[src/design/urfm_pkg.sv]
// shared types and codes for the usart register and flag block
// no dependencies
`timescale 1ns / 1ps

package urfm_pkg;

	typedef enum logic [2:0] {
		OP_WRITE_TX   = 3'd0,
		OP_READ_RX    = 3'd1,
		OP_CLEAR_FLAG = 3'd2,
		OP_READ_FLAG  = 3'd3,
		OP_BREAK_REQ  = 3'd4,
		OP_LINE_BYTE  = 3'd5,
		OP_LINE_BREAK = 3'd6,
		OP_TICK       = 3'd7
	} op_t;

	typedef enum logic [1:0] {
		SEL_TC   = 2'd0,
		SEL_LBD  = 2'd1,
		SEL_RXNE = 2'd2,
		SEL_NONE = 2'd3
	} flag_sel_t;

	typedef enum logic [1:0] {
		PH_IDLE  = 2'd0,
		PH_DATA  = 2'd1,
		PH_BREAK = 2'd2
	} phase_t;

	localparam int unsigned CFG_INDEX_W = 8;

	localparam logic [CFG_INDEX_W-1:0] CFG_TXE_IEN  = 8'd0;
	localparam logic [CFG_INDEX_W-1:0] CFG_TC_IEN   = 8'd1;
	localparam logic [CFG_INDEX_W-1:0] CFG_RXNE_IEN = 8'd2;
	localparam logic [CFG_INDEX_W-1:0] CFG_LBD_IEN  = 8'd3;

	typedef struct packed {
		logic       txe;
		logic       tc;
		logic       rxne;
		logic       lbd;
	} irq_en_t;

	typedef struct packed {
		logic [7:0] tx_holding;
		logic [7:0] tx_shift_copy;
		logic [7:0] rx_holding;
		logic       txe;
		logic       tc;
		logic       rxne;
		logic       lbd;
		phase_t     tx_phase;
		logic       break_pending;
	} state_t;

	typedef struct packed {
		logic [7:0] read_byte;
		logic       flag_value;
		logic       irq;
		logic       line_tx_valid;
		logic       line_tx_is_break;
		logic [7:0] line_tx_byte;
	} result_t;

endpackage

[src/design/urfm_engine.sv]
// next-state and result logic for one operation of the usart block
// depends on urfm_pkg
`timescale 1ns / 1ps

module urfm_engine (
	input  urfm_pkg::op_t       op,
	input  logic [7:0]          data,
	input  urfm_pkg::flag_sel_t sel,
	input  urfm_pkg::irq_en_t   irq_en,
	input  urfm_pkg::state_t    cur,
	output urfm_pkg::state_t    nxt,
	output urfm_pkg::result_t   res
);

	always_comb begin
		nxt = cur;
		res = '0;
		unique case (op)
			urfm_pkg::OP_WRITE_TX: begin
				nxt.tx_holding = data;
				nxt.txe        = 1'b0;
			end
			urfm_pkg::OP_READ_RX: begin
				res.read_byte = cur.rx_holding;
				nxt.rxne      = 1'b0;
			end
			urfm_pkg::OP_CLEAR_FLAG: begin
				case (sel)
					urfm_pkg::SEL_TC:  nxt.tc  = 1'b0;
					urfm_pkg::SEL_LBD: nxt.lbd = 1'b0;
					default: ;
				endcase
			end
			urfm_pkg::OP_READ_FLAG: begin
				case (sel)
					urfm_pkg::SEL_TC:   res.flag_value = cur.tc;
					urfm_pkg::SEL_LBD:  res.flag_value = cur.lbd;
					urfm_pkg::SEL_RXNE: res.flag_value = cur.rxne;
					default:            res.flag_value = 1'b0;
				endcase
			end
			urfm_pkg::OP_BREAK_REQ: begin
				nxt.break_pending = 1'b1;
			end
			urfm_pkg::OP_LINE_BYTE: begin
				nxt.rx_holding = data;
				nxt.rxne       = 1'b1;
			end
			urfm_pkg::OP_LINE_BREAK: begin
				nxt.lbd = 1'b1;
			end
			urfm_pkg::OP_TICK: begin
				// finish the transfer in flight, only while tc is clear
				if (cur.tx_phase != urfm_pkg::PH_IDLE && !cur.tc) begin
					nxt.tc = 1'b1;
					case (cur.tx_phase)
						urfm_pkg::PH_DATA: begin
							res.line_tx_valid = 1'b1;
							res.line_tx_byte  = cur.tx_shift_copy;
						end
						urfm_pkg::PH_BREAK: begin
							res.line_tx_valid    = 1'b1;
							res.line_tx_is_break = 1'b1;
						end
						default: ;
					endcase
					nxt.tx_phase = urfm_pkg::PH_IDLE;
				end
				if (cur.break_pending) begin
					nxt.break_pending = 1'b0;
					nxt.tc            = 1'b0;
					nxt.tx_phase      = urfm_pkg::PH_BREAK;
				end
				// a data load overrides a break started in the same tick
				if (!cur.txe) begin
					nxt.tx_shift_copy = cur.tx_holding;
					nxt.tc            = 1'b0;
					nxt.txe           = 1'b1;
					nxt.tx_phase      = urfm_pkg::PH_DATA;
				end
				res.irq = (nxt.txe & irq_en.txe) | (nxt.lbd & irq_en.lbd) |
					(nxt.rxne & irq_en.rxne) | (nxt.tc & irq_en.tc);
			end
			default: ;
		endcase
	end

endmodule

[config.mk]
export PLATFORM = sky130hd
export DESIGN_NAME = urfm_engine
export DESIGN_NICKNAME = d
export VERILOG_FILES = /design/src/design/urfm_pkg.sv /design/src/design/urfm_engine.sv
export SDC_FILE = /design/constraint.sdc
export NUM_CORES = 1
export LEC_CHECK = 0
export BUFFER_PORTS_ARGS = -buffer_cell sky130_fd_sc_hd__buf_2
export CAP_MARGIN = 15
export CORE_ASPECT_RATIO = 1.1
export CORE_MARGIN = 2
export CORE_UTILIZATION = 34
export DETAILED_ROUTE_END_ITERATION = 16
export GPL_TIMING_DRIVEN = 1
export PLACE_DENSITY = 0.86
export SETUP_SLACK_MARGIN = 0.02
export SYNTH_ARGS = -nofsm -noshare
export SYNTH_HDL_FRONTEND = slang
export SYNTH_SLANG_ARGS = --single-unit
[constraint.sdc]
create_clock -name vclk -period 2.09
set_input_delay 0.418 -clock vclk [all_inputs]
set_output_delay 0.418 -clock vclk [all_outputs]
set_load 0.1 [all_outputs]
Word level (Yosys, flattened, before mapping)
Index checks and enable logic that the tools add are counted.

operators by class
  eq/ne operators = 11
  multiplexer cells = 27
  bitwise logic cells = 7
  reduce and logical (&&, ||, !) cells = 6

operator list
  cell                  number
  $mux W8               6
  $eq A3 B3 Y1 const B  4
  $mux W11              1
  $mux W10              1
  $pmux W1 S2           5
  $mux W1               8
  $mux W2               4
  $eq A3 B2 Y1 const B  2
  $and A1 B1 Y1         4
  $eq A2 B1 Y1 const B  2
  $eq A2 B2 Y1 const B  2
  $eq A3 B1 Y1 const B  1
  $logic_not A3 Y1      1
  $mux W3               1
  $or A1 B1 Y1          3
  $pmux W1 S3           1
  $logic_not A2 Y1      1
  $reduce_bool A2 Y1    1
  $reduce_or A2 Y1      1
  $logic_and A1 B1 Y1   1
  $logic_not A1 Y1      1

word-level totals
  flip-flop bits (word level) = 0
  logic and storage cells = 51

Longest topological paths before layout
  depth after elaboration = 11
  mapped depth = 6
  mapped depth without buffers = 5

Worst setup path before layout
Ideal clock, no wire load.

  kind = input to output
  from = in op[0]
  to = out nxt[1] (netlist name)
  arrival = 2.806 ns
  path slack = -1.134 ns
  stages on the path = 4
  path buffers = 1
  cells stage by stage = buf_4 -> nand3_1 -> a21oi_1 -> o21ai_0

RTL lines
  what         RTL line           RTL
  from (decl)  urfm_engine.sv:6   input urfm_pkg::op_t op,
  to (decl)    urfm_engine.sv:11  output urfm_pkg::state_t nxt,

==> reports/summary.md <==
Run status
* **result of the run** finished, final reports clean

Finish
* **FFs & Latches** 0
* **most frequent cells in the layout** buf_2, buf_12, mux2_2
* **total of fill cells in the finished design** 51
* **layout cells sized above 1** 81.4%
* **count of placed standard cells in the final layout, fillers left out** 222
* **# clk buffers** 0
* **most frequent standard cell in the layout excluding fill and tap cells** buf_2
* **number of inserted diodes** 0
* **Register Area** 0 sq um
* **number of nets in the finished design** 247
* **area growth from synthesis to layout** 160%

Clock network
* **number of hold-repair buffers added at the cts stage** 0
* **Setup Fix Bufs, Post-CTS** 0

Timing
* **slew at the pin closest to its max-slew limit** 505 ps
* **Hold Violations, Final** 0
* **worst hold-check slack** 1230 ps
* **Max Freq** 492 MHz
* **max-slew violations** 0
* **setup repair after global routing missed its margin** false
* **final worst path period share** 97.3%
* **final period demand of the worst path** 2030 ps
* **final setup vio count** 0
* **slew margin rel.** 66.6%

Placed design
* **HPWL after DPL** 3.83 mm
* **Post-Place Cells** 222
* **count of input and output buffers** 99
* **final weighted congestion in routability-driven placement** 0.864

Routing
* **Vias/cell** 5.51
* **routed length on met3** 520 um
* **final routed wire length divided by cell count** 19.7 um
* **Final Routed Wirelength** 4.36 mm
* **Initial DRT Pass Iterations** 5
* **drc violations** 0
* **remaining number of nets flagged by the antenna check after routing** 0
* **via count of the routed design** 1223
* **M1 WL** 1.34 mm
* **highest metal layer with signal wires** met4
* **routed length on met2** 2.40 mm
* **iteration-0 DRC count of the detailed router** 71

Global routing
* **aggregate global-route resource usage** 32.8%
* **number of global-route vias before repair** 1266
* **global-route wire length before repair** 6.38 mm
* **overflow left after global routing** 0
* **largest net degree at the start of global routing** 11
* **antenna violations before repair** 0

Worst setup path
* **most used cell, CP** buf_2
* **data required time at the worst endpoint** 1670 ps
* **launching element type of the critical path** input port
* **buffer and inverter count on the worst path** 3
* **dominant delay contributor by cell family on the critical path** buffers and inverters
* **crit path max fanout** 9
* **arrival time of the worst setup path** 1620 ps
* **start-to-end type of the worst setup path** input port to primary output
* **highest cell delay on the worst timing path** 350 ps
* **type of destination of the critical path** primary output
* **cell chain of the critical path** buf_2 -> nor3_4 -> buf_4 -> mux2_2 -> buf_2
* **cell type of the slowest stage on the worst timing path** mux2_2

Min path
* **Worst Hold Launch** cur[17]
* **sink of the worst hold path** nxt[17]
* **worst min path class** input port to primary output
* **cell count of the worst hold path** 3

Power
* **IR drop worst, VDD** 0.380 mV
* **switching power** 0.498 mW
* **combinational fraction of design power** 100.0%
* **design internal power** 0.243 mW
* **leakage dissipation** 0.989 nW
* **fraction of power consumed by sequential logic** 0%
* **Power per Cell Area** 376 nW/um^2
* **clock share of power** 0%
* **net switching fraction of the power** 67.3%

Synth
* **number of nets in the synthesized netlist** 143
* **instance count of the mapped netlist** 92
* **combined area of all synthesized cells** 759 sq um
* **sequential cell area fraction in the yosys report** 0%
* **synth warn** 0
* **post-synth cell types** 28
* **Mean Syn Cell Area** 8.26 sq um

Die
* **Die Footprint** 2630 sq um
* **area of the placeable core** 2060 sq um
* **Die Span X** 49.1 um
* **IO Count** 99
* **row cnt** 17
* **Die Height** 53.6 um
* **initial standard-cell utilization of the core** 36.8%

Run
* **reported max-cap violation count** 0

[Yosys cell counts]
| cell | number | area [sq um] |
|---|---|---|
| o22ai_1 | 1 | 6.26 |
| a21oi_1 | 3 | 15.0 |
| nor3_4 | 1 | 16.3 |
| nand3_1 | 1 | 5.00 |
| a32o_1 | 1 | 10.0 |
| nor4_2 | 1 | 12.5 |
| nand2b_4 | 1 | 13.8 |
| nand3b_1 | 1 | 7.51 |
| nand2b_1 | 2 | 12.5 |
| buf_6 | 3 | 33.8 |
| a41oi_1 | 1 | 8.76 |
| nand2_1 | 7 | 26.3 |
| mux2_4 | 8 | 120 |
| a211oi_1 | 1 | 7.51 |
| a221o_1 | 1 | 10.0 |
| ha_1 | 3 | 37.5 |
| and4b_1 | 1 | 10.0 |
| buf_4 | 2 | 15.0 |
| and2_1 | 16 | 100 |
| a31o_2 | 1 | 8.76 |
| mux2i_1 | 1 | 10.0 |
| inv_1 | 5 | 18.8 |
| mux2_2 | 16 | 180 |
| and3_1 | 3 | 18.8 |
| nor2_1 | 6 | 22.5 |
| nor3b_1 | 1 | 7.51 |
| o21ai_0 | 3 | 15.0 |
| a41o_1 | 1 | 10.0 |
[power groups by stage]
stage                     sequential, mW  clock [mW]  combinational [mW]
after global routing                   0           0               0.758
final                                  0           0               0.741
after detailed placement               0           0               0.735
after global placement                 0           0               0.717
after CTS                              0           0               0.737
after floorplan                        0           0               0.476
[cell families (layout without fill, tap and decap cells)]
family,Yosys count,in the layout,share of synthesized area (%)
AND/OR/NAND/NOR,41,41,33.3
adder cells (fa/ha/maj),3,3,4.94
buffers and inverters,10,112,8.90
AO/OA/AOI/OAI,13,13,12.0
multiplexers,25,25,40.9
[timing repair]
action	in CTS	in global routing
cloned	0	0
setup endpoints to repair	3	2
resized for setup	1	2
pin swaps	0	0
[through the flow]
stage          setup slack [ps]  TNS, ps  power (mW)  instance area [sq um]  utilization, %
4_1_cts                    48.6        0       0.737                   1960            95.2
2_1_floorplan             -6.49    -45.4       0.476                    805               -
3_3_place_gp                102        0       0.717                   1960            95.1
5_1_grt                    18.2        0       0.758                   1970            95.6
6_report                   56.7        0       0.741                   1970            95.6
3_5_place_dp               12.4        0       0.735                   1960            95.1
[per-layer routing]
layer	GRT usage [%]	vias up
li1	-	541
met1	30.2	555
met2	70.9	113
met3	7.78	14
met4	10.0	0
met5	0	-
[area by class of cell]
class                      instances  area (sq um)  area share (%)
inverter                           5          18.8           0.952
multi-input combinational         82           744            37.8
tap                               28          35.0            1.78
timing repair buffer             107          1170            59.5
[how the worst max path moves through the flow]
stage / endpoint / slack, ps / startpoint / depth (start not counted)
6_report: nxt[27] / 60 / op[0] / 5
5_1_grt: nxt[28] / 20 / op[1] / 5
4_1_cts: nxt[28] / 50 / op[0] / 5
3_5_place_dp: res[5] / 10 / cur[1] / 7
3_3_place_gp: nxt[28] / 100 / op[1] / 5
2_1_floorplan: res[0] / -6 / cur[1] / 4
[worst min-delay path, cell delays in order]
cell	delay, ps
buf_2	80
mux2_4	150
buf_12	160
Power figures use the tool's default switching activity.
